### config.mk
export PLATFORM = sky130hd
export DESIGN_NAME = utf8_latin1_accent_stripper_top
export DESIGN_NICKNAME = d
export VERILOG_FILES = /design/src/sv/u8l1s_pkg.sv /design/src/sv/utf8_latin1_accent_stripper_top.sv
export SDC_FILE = /design/constraint.sdc
export NUM_CORES = 1
export LEC_CHECK = 0
export BUFFER_PORTS_ARGS = -buffer_cell sky130_fd_sc_hd__buf_2
export CORE_MARGIN = 1.5
export CORE_UTILIZATION = 55
export CTS_BUF_LIST = sky130_fd_sc_hd__clkbuf_8
export DETAILED_ROUTE_END_ITERATION = 10
export GPL_TIMING_DRIVEN = 0
export PLACE_DENSITY = 0.75
export SKIP_LAST_GASP = 1
export SYNTH_ARGS = -nofsm -noshare
export SYNTH_HDL_FRONTEND = slang
export SYNTH_SLANG_ARGS = --single-unit
### constraint.sdc
create_clock -name clk -period 3.8 [get_ports clk]
set_input_delay 0 -clock clk [delete_from_list [all_inputs] [get_ports clk]]
set_output_delay 0 -clock clk [all_outputs]
set_load 0.02 [all_outputs]
### src/sv/u8l1s_pkg.sv
// ----------------------------------------------------------------------------
// u8l1s_pkg
// Shared types, constants and the Latin-1 transliteration table for the
// UTF-8 to ASCII accent stripper.
// ----------------------------------------------------------------------------
package u8l1s_pkg;

  // Widths of the stream fields
  localparam int unsigned BYTE_W  = 8;
  localparam int unsigned CHAR_W  = 7;
  localparam int unsigned ACCUM_W = 31;
  localparam int unsigned LEFT_W  = 3;

  // Fallback character after reset: '?'
  localparam logic [CHAR_W-1:0] FALLBACK_RESET = 7'd63;

  // Latin-1 0xC0..0xFF, first character at the top of the vector
  localparam logic [8*64-1:0] LATIN1_TABLE =
    "AAAAAAECEEEEIIIIDNOOOOOxOUUUUYPsaaaaaaeceeeeiiiidnooooo/ouuuuypy";

  // Latin-1 codes that expand to two characters (low six bits)
  localparam logic [5:0] IDX_AE_UC    = 6'h06;  // 0xC6
  localparam logic [5:0] IDX_ETH_UC   = 6'h10;  // 0xD0
  localparam logic [5:0] IDX_THORN_UC = 6'h1E;  // 0xDE
  localparam logic [5:0] IDX_SHARP_S  = 6'h1F;  // 0xDF
  localparam logic [5:0] IDX_AE_LC    = 6'h26;  // 0xE6
  localparam logic [5:0] IDX_ETH_LC   = 6'h30;  // 0xF0
  localparam logic [5:0] IDX_THORN_LC = 6'h3E;  // 0xFE

  // One mapped code point: one or two characters
  typedef struct packed {
    logic [CHAR_W-1:0] c0;
    logic [CHAR_W-1:0] c1;
    logic              two;
  } map_t;

  // One pending result item
  typedef struct packed {
    logic [CHAR_W-1:0] ch;
    logic              last;
    logic              done;
  } res_t;

  // Map the low six bits of a code point in 0xC0..0xFF
  function automatic map_t map_latin1(input logic [5:0] idx);
    map_t m;
    logic [7:0] tbl_byte;
    tbl_byte = LATIN1_TABLE[8*(63 - int'(idx)) +: 8];
    m.c0  = tbl_byte[CHAR_W-1:0];
    m.c1  = tbl_byte[CHAR_W-1:0];
    m.two = 1'b0;
    unique case (idx)
      IDX_AE_UC: begin
        m.c0 = 7'(int'("A")); m.c1 = 7'(int'("E")); m.two = 1'b1;
      end
      IDX_ETH_UC, IDX_THORN_UC: begin
        m.c0 = 7'(int'("T")); m.c1 = 7'(int'("H")); m.two = 1'b1;
      end
      IDX_SHARP_S: begin
        m.c0 = 7'(int'("s")); m.c1 = 7'(int'("s")); m.two = 1'b1;
      end
      IDX_AE_LC: begin
        m.c0 = 7'(int'("a")); m.c1 = 7'(int'("e")); m.two = 1'b1;
      end
      IDX_ETH_LC, IDX_THORN_LC: begin
        m.c0 = 7'(int'("t")); m.c1 = 7'(int'("h")); m.two = 1'b1;
      end
      default: begin
        m.two = 1'b0;
      end
    endcase
    return m;
  endfunction

endpackage

### src/sv/utf8_latin1_accent_stripper_top.sv
// ----------------------------------------------------------------------------
// utf8_latin1_accent_stripper_top
// Decodes a UTF-8 byte stream (six-byte form) and strips it to ASCII.
// ----------------------------------------------------------------------------
// Takes one byte per cycle while the result register has room and gives
// one or two ASCII characters for each completed code point: ASCII passes
// through, Latin-1 letters lose their accents (AE, ae, eth, thorn and
// sharp s become two letters), anything else becomes the programmable
// fallback character. Following bytes are not checked, and a text that
// ends inside a sequence emits the partial value. A byte goes from the
// input register through decode and mapping into a two-entry result
// register, which drives the output. Sustained rate is one byte per cycle
// while every character is taken; a two-character code point fills both
// result entries, which the multi-byte sequence feeding it always covers.
// ----------------------------------------------------------------------------
module utf8_latin1_accent_stripper_top
  import u8l1s_pkg::*;
(
  input  logic              clk,
  input  logic              rst_n,
  // input bytes
  input  logic              in_tvalid,
  output logic              in_tready,
  input  logic [7:0]        in_tdata,   // [7:0] in_byte
  input  logic              in_tlast,   // end_of_text
  // output characters
  output logic              out_tvalid,
  input  logic              out_tready,
  output logic [7:0]        out_tdata,  // [6:0] out_char, [7] zero
  output logic              out_tlast,  // last_of_run
  output logic              out_tuser,  // text_done
  // fallback character register
  input  logic              cfg_valid,
  output logic              cfg_ready,
  input  logic [CHAR_W-1:0] cfg_data
);

  // input register
  logic               s1_valid_r;
  logic [BYTE_W-1:0]  s1_byte_r;
  logic               s1_eot_r;
  // decode state
  logic [ACCUM_W-1:0] accum_r, accum_nxt;
  logic [LEFT_W-1:0]  left_r, left_nxt;
  logic [CHAR_W-1:0]  fallback_r;
  // result register
  res_t               slot0_r, slot1_r, slot0_nxt, slot1_nxt;
  logic [1:0]         cnt_r, cnt_nxt;

  logic               emit;
  logic               s1_adv;
  logic               res_free;
  logic               out_fire;
  logic               is_ascii, is_latin;
  map_t               lat_map;
  map_t               res_map;
  logic [ACCUM_W-1:0] step_accum;
  logic [LEFT_W-1:0]  step_left;

  assign cfg_ready = 1'b1;
  assign out_fire  = out_tvalid && out_tready;
  // room for the new characters once this cycle's transfer has left
  assign res_free  = (cnt_r == 2'd0)
                  || ((cnt_r == 2'd1) && (out_fire || !res_map.two))
                  || ((cnt_r == 2'd2) && out_fire && !res_map.two);
  assign s1_adv    = s1_valid_r && (!emit || res_free);
  assign in_tready = !s1_valid_r || s1_adv;

  // fallback register
  always_ff @(posedge clk) begin
    if (!rst_n) begin
      fallback_r <= FALLBACK_RESET;
    end else if (cfg_valid && cfg_ready) begin
      fallback_r <= cfg_data;
    end
  end

  // input register
  always_ff @(posedge clk) begin
    if (!rst_n) begin
      s1_valid_r <= 1'b0;
    end else if (in_tvalid && in_tready) begin
      s1_valid_r <= 1'b1;
    end else if (s1_adv) begin
      s1_valid_r <= 1'b0;
    end
  end

  always_ff @(posedge clk) begin
    if (in_tvalid && in_tready) begin
      s1_byte_r <= in_tdata;
      s1_eot_r  <= in_tlast;
    end
  end

  // sequence decode: following byte or lead byte
  always_comb begin
    logic [BYTE_W-1:0] mask;
    logic [LEFT_W-1:0] extra;
    mask  = 8'hFF;
    extra = 3'd0;
    priority if (s1_byte_r[7:2] == 6'h3F) begin
      extra = 3'd5; mask = 8'h01;
    end else if (s1_byte_r[7:3] == 5'h1F) begin
      extra = 3'd4; mask = 8'h03;
    end else if (s1_byte_r[7:4] == 4'hF) begin
      extra = 3'd3; mask = 8'h07;
    end else if (s1_byte_r[7:5] == 3'h7) begin
      extra = 3'd2; mask = 8'h0F;
    end else if (s1_byte_r[7:6] == 2'h3) begin
      extra = 3'd1; mask = 8'h1F;
    end else begin
      extra = 3'd0; mask = 8'hFF;
    end
    if (left_r != 3'd0) begin
      step_accum = {accum_r[ACCUM_W-7:0], s1_byte_r[5:0]};
      step_left  = left_r - 3'd1;
    end else begin
      step_accum = {23'd0, s1_byte_r & mask};
      step_left  = extra;
    end
  end

  assign emit = (step_left == 3'd0) || s1_eot_r;

  // code point to characters
  assign is_ascii = (step_accum[ACCUM_W-1:7] == '0);
  assign is_latin = (step_accum[ACCUM_W-1:8] == '0) && (step_accum[7:6] == 2'b11);
  assign lat_map  = map_latin1(step_accum[5:0]);

  always_comb begin
    res_map.c0  = fallback_r;
    res_map.c1  = fallback_r;
    res_map.two = 1'b0;
    if (is_ascii) begin
      res_map.c0 = step_accum[CHAR_W-1:0];
    end else if (is_latin) begin
      res_map = lat_map;
    end
  end

  // decode state update
  always_comb begin
    accum_nxt = accum_r;
    left_nxt  = left_r;
    if (s1_adv) begin
      if (emit) begin
        accum_nxt = '0;
        left_nxt  = '0;
      end else begin
        accum_nxt = step_accum;
        left_nxt  = step_left;
      end
    end
  end

  always_ff @(posedge clk) begin
    if (!rst_n) begin
      accum_r <= '0;
      left_r  <= '0;
    end else begin
      accum_r <= accum_nxt;
      left_r  <= left_nxt;
    end
  end

  // result register: slot0 is shown, slot1 waits behind it
  always_comb begin
    res_t       first_res;
    res_t       second_res;
    logic [1:0] held;
    first_res.ch    = res_map.c0;
    first_res.last  = !res_map.two;
    first_res.done  = !res_map.two && s1_eot_r;
    second_res.ch   = res_map.c1;
    second_res.last = 1'b1;
    second_res.done = s1_eot_r;
    // the transferred entry leaves first
    slot0_nxt = slot0_r;
    slot1_nxt = slot1_r;
    held      = cnt_r;
    if (out_fire) begin
      slot0_nxt = slot1_r;
      held      = cnt_r - 2'd1;
    end
    cnt_nxt = held;
    // new characters go behind whatever is left
    if (s1_adv && emit) begin
      if (held == 2'd0) begin
        slot0_nxt = first_res;
        slot1_nxt = second_res;
      end else begin
        slot1_nxt = first_res;
      end
      cnt_nxt = held + (res_map.two ? 2'd2 : 2'd1);
    end
  end

  always_ff @(posedge clk) begin
    if (!rst_n) begin
      cnt_r <= 2'd0;
    end else begin
      cnt_r <= cnt_nxt;
    end
  end

  always_ff @(posedge clk) begin
    slot0_r <= slot0_nxt;
    slot1_r <= slot1_nxt;
  end

  assign out_tvalid = (cnt_r != 2'd0);
  assign out_tdata  = {1'b0, slot0_r.ch};
  assign out_tlast  = slot0_r.last;
  assign out_tuser  = slot0_r.done;

`ifndef SYNTHESIS
  // at most five following bytes are ever outstanding
  a_left_range: assert property (@(posedge clk) disable iff (!rst_n)
    left_r <= 3'd5)
    else $error("following byte count out of range");

  // the first of two characters is shown with its partner behind it
  a_pair_order: assert property (@(posedge clk) disable iff (!rst_n)
    (out_tvalid && !out_tlast) |-> (cnt_r == 2'd2 && !out_tuser && slot1_r.last))
    else $error("two-character result out of order");

  // a result is never written over one still pending
  a_no_overwrite: assert property (@(posedge clk) disable iff (!rst_n)
    (s1_adv && emit) |->
      (({1'b0, cnt_r} + (res_map.two ? 3'd2 : 3'd1)) <= (3'd2 + {2'b00, out_fire})))
    else $error("result register overwritten");

  // end of text always returns the decoder to idle
  a_eot_idle: assert property (@(posedge clk) disable iff (!rst_n)
    (s1_adv && s1_eot_r) |=> (left_r == 3'd0 && accum_r == '0))
    else $error("decoder not idle after end of text");
`endif

endmodule

Word-level counts from Yosys, hierarchy flattened
Cells that the tools add are included.
W data, S select, Z words.

word-level totals
  register bits after elaboration = 65

cells by class
  add/subtract/negate cells = 4
  eq/ne operators = 15
  shift operators = 1
  muxes and demuxes = 28
  bitwise operators = 1
  reduce and logical (&&, ||, !) cells = 29

operator list
  cell                         count
  $shiftx A512 B10 Y7 const A  1
  $pmux W14 S5                 1
  $mux W8                      6
  $mux W9                      4
  $mux W31                     1
  $mux W25                     1
  $eq A6 B6 Y1 const B         4
  $logic_not A24 Y1            1
  $logic_not A23 Y1            1
  $eq A6 B5 Y1 const B         3
  $mux W15                     1
  $mux W3                      4
  $mux W2                      5
  $logic_and A1 B1 Y1          9
  $and A8 B8 Y8                1
  $mux W7                      1
  $reduce_or A7 Y1             1
  $sub A6 B6 Y7 const A        1
  $eq A2 B2 Y1 const B         3
  $eq A6 B3 Y1 const B         1
  $logic_or A1 B1 Y1           6
  $eq A5 B5 Y1 const B         1
  $eq A4 B4 Y1 const B         1
  $logic_not A2 Y1             2
  other kinds (11)             18

Longest topological paths before layout
Gate-level depths: netlist of run 1.

  word-level depth = 23
  depth in mapped cells = 12

Worst setup path after synthesis of run 1
Ideal clock, no wire load.

  path type = register to register
  start point = register left_r[0]
  end point = register cnt_r[1]
  setup time = 0.072 ns
  arrival time = 2.616 ns
  slack = 1.113 ns
  stages on the path, launching flop included = 13
  path buffers = 1
  period minus slack after synthesis = 2.687 ns
  cell sequence = dfxtp_1 > inv_1 > ha_1 > and4b_1 > buf_6 > a21boi_4 > xnor2_1 > o21ai_4 > nand2_1 > ha_1 > or3_1 > a221oi_2 > mux2i_1

between the ends
  cells in the longest elaborated chain, start to end = 16

ends and longest elaborated chain
  what                                  RTL line                                                                      text
  start, declared                       utf8_latin1_accent_stripper_top.sv:44                                         logic [LEFT_W-1:0] left_r, left_nxt;
  start signal, assigned                utf8_latin1_accent_stripper_top.sv:163                                        left_r <= left_nxt;
  $reduce_bool A3 Y1                    utf8_latin1_accent_stripper_top.sv:115                                        if (left_r != 3'd0) begin
  $mux W31                              utf8_latin1_accent_stripper_top.sv:115
  $eq A6 B6 Y1 (tied with other cells)  u8l1s_pkg.sv:52                                                               unique case (idx)
  $reduce_or A7 Y1 (no line)            n/a
  $mux W1                               u8l1s_pkg.sv:52
  $mux W15                              utf8_latin1_accent_stripper_top.sv:137                                        end else if (is_latin) begin
  $mux W8                               utf8_latin1_accent_stripper_top.sv:135                                        if (is_ascii) begin
  $logic_not A1 Y1                      utf8_latin1_accent_stripper_top.sv:64, utf8_latin1_accent_stripper_top.sv:65
  $logic_or A1 B1 Y1                    utf8_latin1_accent_stripper_top.sv:64                                         || ((cnt_r == 2'd1) && (out_fire || !res_map.two))
  $logic_and A1 B1 Y1                   utf8_latin1_accent_stripper_top.sv:64
  $logic_or A1 B1 Y1                    utf8_latin1_accent_stripper_top.sv:64
  $logic_or A1 B1 Y1                    utf8_latin1_accent_stripper_top.sv:65                                         || ((cnt_r == 2'd2) && out_fire && !res_map.two);
  $logic_or A1 B1 Y1                    utf8_latin1_accent_stripper_top.sv:66                                         assign s1_adv = s1_valid_r && (!emit || res_free);
  $logic_and A1 B1 Y1                   utf8_latin1_accent_stripper_top.sv:66
  $logic_and A1 B1 Y1                   utf8_latin1_accent_stripper_top.sv:188                                        if (s1_adv && emit) begin
  $mux W2 *                             utf8_latin1_accent_stripper_top.sv:188
  end signal, assigned                  utf8_latin1_accent_stripper_top.sv:203                                        cnt_r <= cnt_nxt;
  end, declared                         utf8_latin1_accent_stripper_top.sv:48                                         logic [1:0] cnt_r, cnt_nxt;

Mark *: on every way between the ends. The rest lies on a longest branch, timed or not.
A chain may end at the register's enable or synchronous reset.

Worst setup path after layout of run 1
  start point = register accum_r[19]
  end point = register cnt_r[1]

between the ends
  cells in the longest elaborated chain, start to end = 14

ends and longest elaborated chain
  what                    RTL line                                                                      text
  start, declared         utf8_latin1_accent_stripper_top.sv:43                                         logic [ACCUM_W-1:0] accum_r, accum_nxt;
  start signal, assigned  utf8_latin1_accent_stripper_top.sv:162                                        accum_r <= accum_nxt;
  $mux W31 *              utf8_latin1_accent_stripper_top.sv:115
  $logic_not A23 Y1       utf8_latin1_accent_stripper_top.sv:128                                        assign is_latin = (step_accum[ACCUM_W-1:8] == '0) && (step_accum[7:6] == 2'b11);
  $logic_and A1 B1 Y1     utf8_latin1_accent_stripper_top.sv:128
  $mux W15                utf8_latin1_accent_stripper_top.sv:137
  $mux W8 *               utf8_latin1_accent_stripper_top.sv:135
  $logic_not A1 Y1        utf8_latin1_accent_stripper_top.sv:64, utf8_latin1_accent_stripper_top.sv:65
  $logic_or A1 B1 Y1      utf8_latin1_accent_stripper_top.sv:64
  $logic_and A1 B1 Y1     utf8_latin1_accent_stripper_top.sv:64
  $logic_or A1 B1 Y1      utf8_latin1_accent_stripper_top.sv:64
  $logic_or A1 B1 Y1      utf8_latin1_accent_stripper_top.sv:65
  $logic_or A1 B1 Y1      utf8_latin1_accent_stripper_top.sv:66
  $logic_and A1 B1 Y1     utf8_latin1_accent_stripper_top.sv:66
  $logic_and A1 B1 Y1     utf8_latin1_accent_stripper_top.sv:188
  $mux W2 *               utf8_latin1_accent_stripper_top.sv:188

Marks and branches as above.

==> impl_metrics.ini, run 1 <==
[outcome]
status = completed

[critical_path]
slowest_delay_ns = 0.41
required_ns = 4.08
crit_family = simple AND/OR/NAND/NOR gates
timing.rr.start = accum_r[19]
crit_start = accum_r[19]
worstSetupPathType = register to register
end_kind = register
rrSetupSlack_ns = 0.61
path_cells = nor4_1 > nand4_1 > nor3_4 > clkbuf_1 > nand2_1 > ha_1 > or3_1 > a221oi_2 > mux2i_1
path_max_fanout = 10
crit_end = cnt_r[1]
crit_cells = 9
arrival_ns = 3.47
reg2regPathDepth = 9
cp_slowest_cell = nor3_4
critPathBufInv = 1
critPathLaunchType = register
rr_endpoint = cnt_r[1]

[place]
gp_congestion = 0.893
portBuffers = 30
place_area_um2 = 3860
placed_cells = 508
dp_hpwl_um = 6220

[logic_synthesis]
synthDistinctLibCells = 58
ys.flop_type = dfxtp_1
avgSynthCellArea_um2 = 9.01
synthesis.nets = 428
synth_area_um2 = 3610
ys_seq_area_frac = 0.410
async_reset_ff_frac = 0
ys_warn_count = 0
synth_edf_count = 18
synth-seq-cells = 65
postSynthCellCount = 401

[route]
dr_total_vias = 3190
wire_per_inst_um = 16.0
drc = 0
wirelength_um = 8660
vias_per_cell = 5.90
drtAntennaViolNets = 0
first_pass_iters = 5
drt_iter0_markers = 264

[power_and_ir_drop]
p_leak_nw = 1.73
peakVddDrop_uv = 399
p_per_area_nw_per_um2 = 547
power_mw = 2.32

[run]
max_cap_viol_count = 0

[die]
rows = 29
die_y_um = 84.1
core-area_um2 = 6350
die_area_um2 = 7070
start_util = 0.569
io-pin-count = 34
die_w_um = 84.1

[final_layout]
nFillCells = 512
final_common_cell = nand2_1
final_cell_area_um2 = 4240
stdcell_count = 541
area_growth_pct = 17.4
final_nets = 486
layout-drive-gt1-share = 0.147
n_antenna_cell = 0
final_cell_mix = nand2_1 (77), dfxtp_1 (47), mux2i_1 (43), buf_2 (30)

[timing]
min_period_ns = 3.19
hold_violations = 0
setup_viol = 0
worst_slew_pin_slew_ns = 0.941
slew_viol_final = 0
finalSetupTns_ns = 0
slew-limit-headroom = 0.356
fmax_mhz = 314
skew_ns = 0.0110
rsz0062_at_grt = no
whs_ns = 0.156
min_period_over_period = 0.839

[clock_network]
postCtsSetupRepairBufs = 0
insertion_delay_ns = 0.34
cts_tree = done
clock_path_buffers = 2
clk_pin_slew_ns = 0.08
clock-root-buffer = clkbuf_8
cts_max_level = 3
cts_buffers = 9
cts.sinks = 65

[global_route]
grt_pass1_vias = 3056
gr-total-overflow = 0
grt_start_max_net_pins = 12
grt_antenna_before_repair = 0
grt.total_usage = 0.256
grt_first_pass_wirelength_um = 14400

[hold_path]
hp-class = primary input to register
## routing by layer
layer / wire, um / part of all wire / GRT usage / vias up
met5: 0 / 0 / 0 / -
met4: 112 / 0.013 / 0.0805 / 0
met3: 552 / 0.064 / 0.0425 / 10
met2: 4050 / 0.47 / 0.405 / 117
met1: 3950 / 0.46 / 0.357 / 1500
li1: - / - / - / 1563
## how the worst min path moves through the flow
stage,from,to,depth (start not counted)
floorplan,in_tdata[0],s1_byte_r[0],0
global placement,in_tdata[6],s1_byte_r[6],1
detailed placement,in_tdata[6],s1_byte_r[6],1
CTS,cfg_valid,fallback_r[0],3
global route,cfg_valid,fallback_r[2],3
finish,cfg_valid,fallback_r[0],3
## stage by stage
stage                     worst slack, ns   util
after CTS                           0.663  0.668
final                               0.611  0.668
after global placement              0.746  0.608
after detailed placement            0.704  0.608
after global routing                0.429  0.668
after floorplan                      1.11      -
## cell type report
cell class	count	area (um^2)	area share
buffer	26	136	0.0321
sequential	65	1480	0.349
tap	77	96.3	0.0227
clock inverter	4	47.5	0.0112
timing repair buffer	47	320	0.0755
clock buffer	12	165	0.0389
inverter	12	45.0	0.0106
multi-input combinational	298	1950	0.460
## registers in the layout, summed over array words and instances (netlist names)
register    cells
fallback_r      7
accum_r        25
s1_valid_r      1
out_tlast       1
cnt_r           2
left_r          3
s1_eot_r        1
slot1_r         9
out_tuser       1
out_tdata       7
s1_byte_r       8
## timing repair
action,4_1_cts,5_1_grt
hold buffers,17,0
gates resized for setup,0,0
endpoints found under the hold margin,17,0
## tightest hold or removal path, stage by stage
cell and delay [ns]:
clkbuf_1 0.25, nand2_1 0.13, o211ai_1 0.07
## Yosys cell counts, types with 6 or more instances
library cell  instances  share of area
nand2b_1              6          0.010
nand2_1              77          0.080
inv_1                12          0.012
nor2_1               18          0.019
clkbuf_1             19          0.020
o21ai_0              17          0.024
a21oi_1              19          0.026
mux2_2                6          0.019
nor4_1                7          0.012
ha_1                  6          0.021
mux2i_1              43           0.12
dfxtp_1              47           0.26
nand4_1               7          0.012
edfxtp_1             18           0.15
o21ai_1               6         0.0083
a31oi_1               6          0.010
## power breakdown
group          total, mW  internal (mW)  switching [mW]
clock              0.634          0.357           0.277
combinational      0.808          0.323           0.485
sequential         0.878          0.825          0.0536
total               2.32           1.50           0.816
## kinds of logic after synthesis
| group | count (synthesis) | share of synthesized area |
|---|---|---|
| other cells | 2 | 0.00208 |
| compound gates | 89 | 0.175 |
| buf+inv | 38 | 0.0502 |
| fa+ha+maj | 6 | 0.0208 |
| xor+xnor | 3 | 0.00727 |
| simple gates | 149 | 0.197 |
| flops | 65 | 0.410 |
| mux | 49 | 0.138 |
Note: power is estimated with default switching activity, not from simulation.
==> run 2: changes to the inputs <==
--- a/config.mk
+++ b/config.mk
@@ -11,7 +11,7 @@
 export CTS_BUF_LIST = sky130_fd_sc_hd__clkbuf_8
 export DETAILED_ROUTE_END_ITERATION = 10
 export GPL_TIMING_DRIVEN = 0
-export PLACE_DENSITY = 0.75
+export PLACE_DENSITY = 0.78
 export SKIP_LAST_GASP = 1
 export SYNTH_ARGS = -nofsm -noshare
 export SYNTH_HDL_FRONTEND = slang
==> constraint.sdc (replaced) <==
create_clock -name clk -period 2.81 [get_ports clk]
set_input_delay 0 -clock clk [delete_from_list [all_inputs] [get_ports clk]]
set_output_delay 0 -clock clk [all_outputs]
set_load 0.02 [all_outputs]
==> run 2 against run 1 <==
- worst hold slack worse by 0.00060 ns
- clock power is 5.5% higher
- sequential share of layout area fell by 0.49 points
- wire length up 0.52%
- power is 29% higher
- clock-buffer cell count is 3 lower
- global-route usage down 0.89 points
- die area unchanged
- critical endpoint unchanged
==> impl_metrics.ini, run 2 (synthesized netlist as in run 1, its figures left out) <==
[hold_path]
holdPathStages = 3
holdCritStartpoint = cfg_valid
hp-class = primary input to register

[place]
place_area_um2 = 3860
dp_hpwl_um = 6080
gp_congestion = 0.881
placed_cells = 508
portBuffers = 30

[die]
die_area_um2 = 7070
core-area_um2 = 6350
die_w_um = 84.1
die_y_um = 84.1
rows = 29
io-pin-count = 34
start_util = 0.569

[route]
wire_per_inst_um = 15.8
wl_met1_um = 3950
highest_layer = met4
vias_per_cell = 5.88
wl_met2_um = 4060
dr_total_vias = 3230
drt_iter0_markers = 306
first_pass_iters = 5
wirelength_um = 8700
drc = 0
drtAntennaViolNets = 0
dr_wl_met3_um = 573

[final_layout]
layout-drive-gt1-share = 0.182
finalCoreUtilization = 0.679
regMostFlops = accum_r
final_nets = 494
final_common_cell = nand2_1
stdcell_count = 549
final_cell_mix = nand2_1 (76), dfxtp_1 (45), mux2i_1 (43), buf_2 (30)
nFillCells = 499
largest_register_ffs = 25
top_regs = accum_r (25), slot1_r (9), s1_byte_r (8)
area_growth_pct = 19.3
n_antenna_cell = 0
final_cell_area_um2 = 4310

[clock_network]
clk_pin_slew_ns = 0.07
clock-root-buffer = clkbuf_8
cts_max_level = 3
cts.sinks = 65
cts_tree = done
insertion_delay_ns = 0.34
cts_buffers = 9
clock_path_buffers = 2

[critical_path]
required_ns = 3.07
worstSetupPathType = register to register
crit_end = cnt_r[1]
path_max_fanout = 6
end_kind = register
rrSetupSlack_ns = 0.08
arrival_ns = 2.99
crit_start = left_r[0]
timing.rr.start = left_r[0]
rr_endpoint = cnt_r[1]
critPathLaunchType = register
reg2regPathDepth = 12

[power_and_ir_drop]
pwr-share-clk = 0.223
power_frac_seq = 0.396
pwr-share-comb = 0.381
sw_frac_of_total = 0.373
p_leak_nw = 1.78
p_sw_mw = 1.12
intPower_mw = 1.88
p_per_area_nw_per_um2 = 695
peakVddDrop_uv = 519

[global_route]
grt_pass1_vias = 3105
grt.total_usage = 0.247
grt_start_max_net_pins = 11
grt_antenna_before_repair = 0
grt_first_pass_wirelength_um = 13900
gr-total-overflow = 0

[timing]
fmax_mhz = 366
slew-limit-headroom = 0.376
slew_viol_final = 0
min_period_over_period = 0.972
rsz0062_at_grt = yes
skew_ns = 0.00793
worst_slew_pin_slew_ns = 0.913
setup_viol = 0
whs_ns = 0.156
hold_violations = 0
min_period_ns = 2.73

[outcome]
status = completed

[run]
max_cap_viol_count = 0
-- run 2: cell types whose count changed in the layout (fill, tap and decap cells not counted), moves of 2 or more --
cell,previous run,this run
ha_1,6,4
clkbuf_8,12,9
buf_4,2,10
clkbuf_2,0,2
inv_4,2,0
dfxtp_2,0,2
inv_1,12,14
dfxtp_1,47,45
clkinv_1,0,2
clkbuf_4,0,2
clkbuf_1,19,16
-- run 2: worst min path at each step --
stage | endpoint | slack (ns)
4_1_cts | fallback_r[0] | 0.15
6_report | fallback_r[0] | 0.16
3_3_place_gp | s1_byte_r[4] | 0.18
2_1_floorplan | s1_byte_r[0] | 0.1
3_5_place_dp | s1_byte_r[6] | 0.18
5_1_grt | fallback_r[4] | 0.20
-- run 2: critical path, cell delays in order, from the launching register on --
cell and delay [ns]:
dfxtp_2 0.35, inv_2 0.06, ha_4 0.17, and4b_1 0.20, buf_6 0.13, a21boi_4 0.23, xnor2_2 0.12, o21ai_4 0.20
nand2_2 0.10, ha_2 0.20, or3_1 0.38, a221oi_2 0.27, mux2i_1 0.23
-- run 2: per-stage QoR --
step | total power, mW | TNS (ns) | worst slack, ns
3_3_place_gp | 2.23 | -2.79 | -0.232
6_report | 3.00 | 0 | 0.0781
2_1_floorplan | 2.00 | 0 | 0.123
3_5_place_dp | 2.27 | -3.34 | -0.312
4_1_cts | 2.95 | 0 | 0.0194
5_1_grt | 3.14 | -0.0569 | -0.0569
-- run 2: final cells by class --
class / instances / area, um^2 / share of cell area
Inverter: 12 / 45.0 / 0.0104
Multi-Input combinational cell: 298 / 2000 / 0.465
Clock buffer: 9 / 124 / 0.0287
Clock inverter: 7 / 31.3 / 0.00725
Buffer: 26 / 146 / 0.0340
Tap cell: 77 / 96.3 / 0.0223
Timing Repair Buffer: 55 / 380 / 0.0882
Sequential cell: 65 / 1480 / 0.344
-- run 2: what timing repair did --
action                                 in CTS  in global routing
buffers inserted                            4                  4
endpoints found under the hold margin      17                  0
setup endpoints to repair                  20                 36
pin swaps                                   4                  6
gates resized for setup                     7                 16
hold buffers                               17                  0
-- run 2: power by group through the flow --
stage / Clock (mW) / Sequential, mW / Combinational (mW)
6_report: 0.669 / 1.19 / 1.14
2_1_floorplan: 0 / 1.27 / 0.733
3_5_place_dp: 0 / 1.21 / 1.06
3_3_place_gp: 0 / 1.20 / 1.03
5_1_grt: 0.702 / 1.20 / 1.23
4_1_cts: 0.667 / 1.19 / 1.10
-- run 2: layer usage --
layer	GRT usage	up-vias
li1	-	1577
met1	0.329	1507
met2	0.402	133
met3	0.0475	13
met4	0.0835	0
met5	0	-
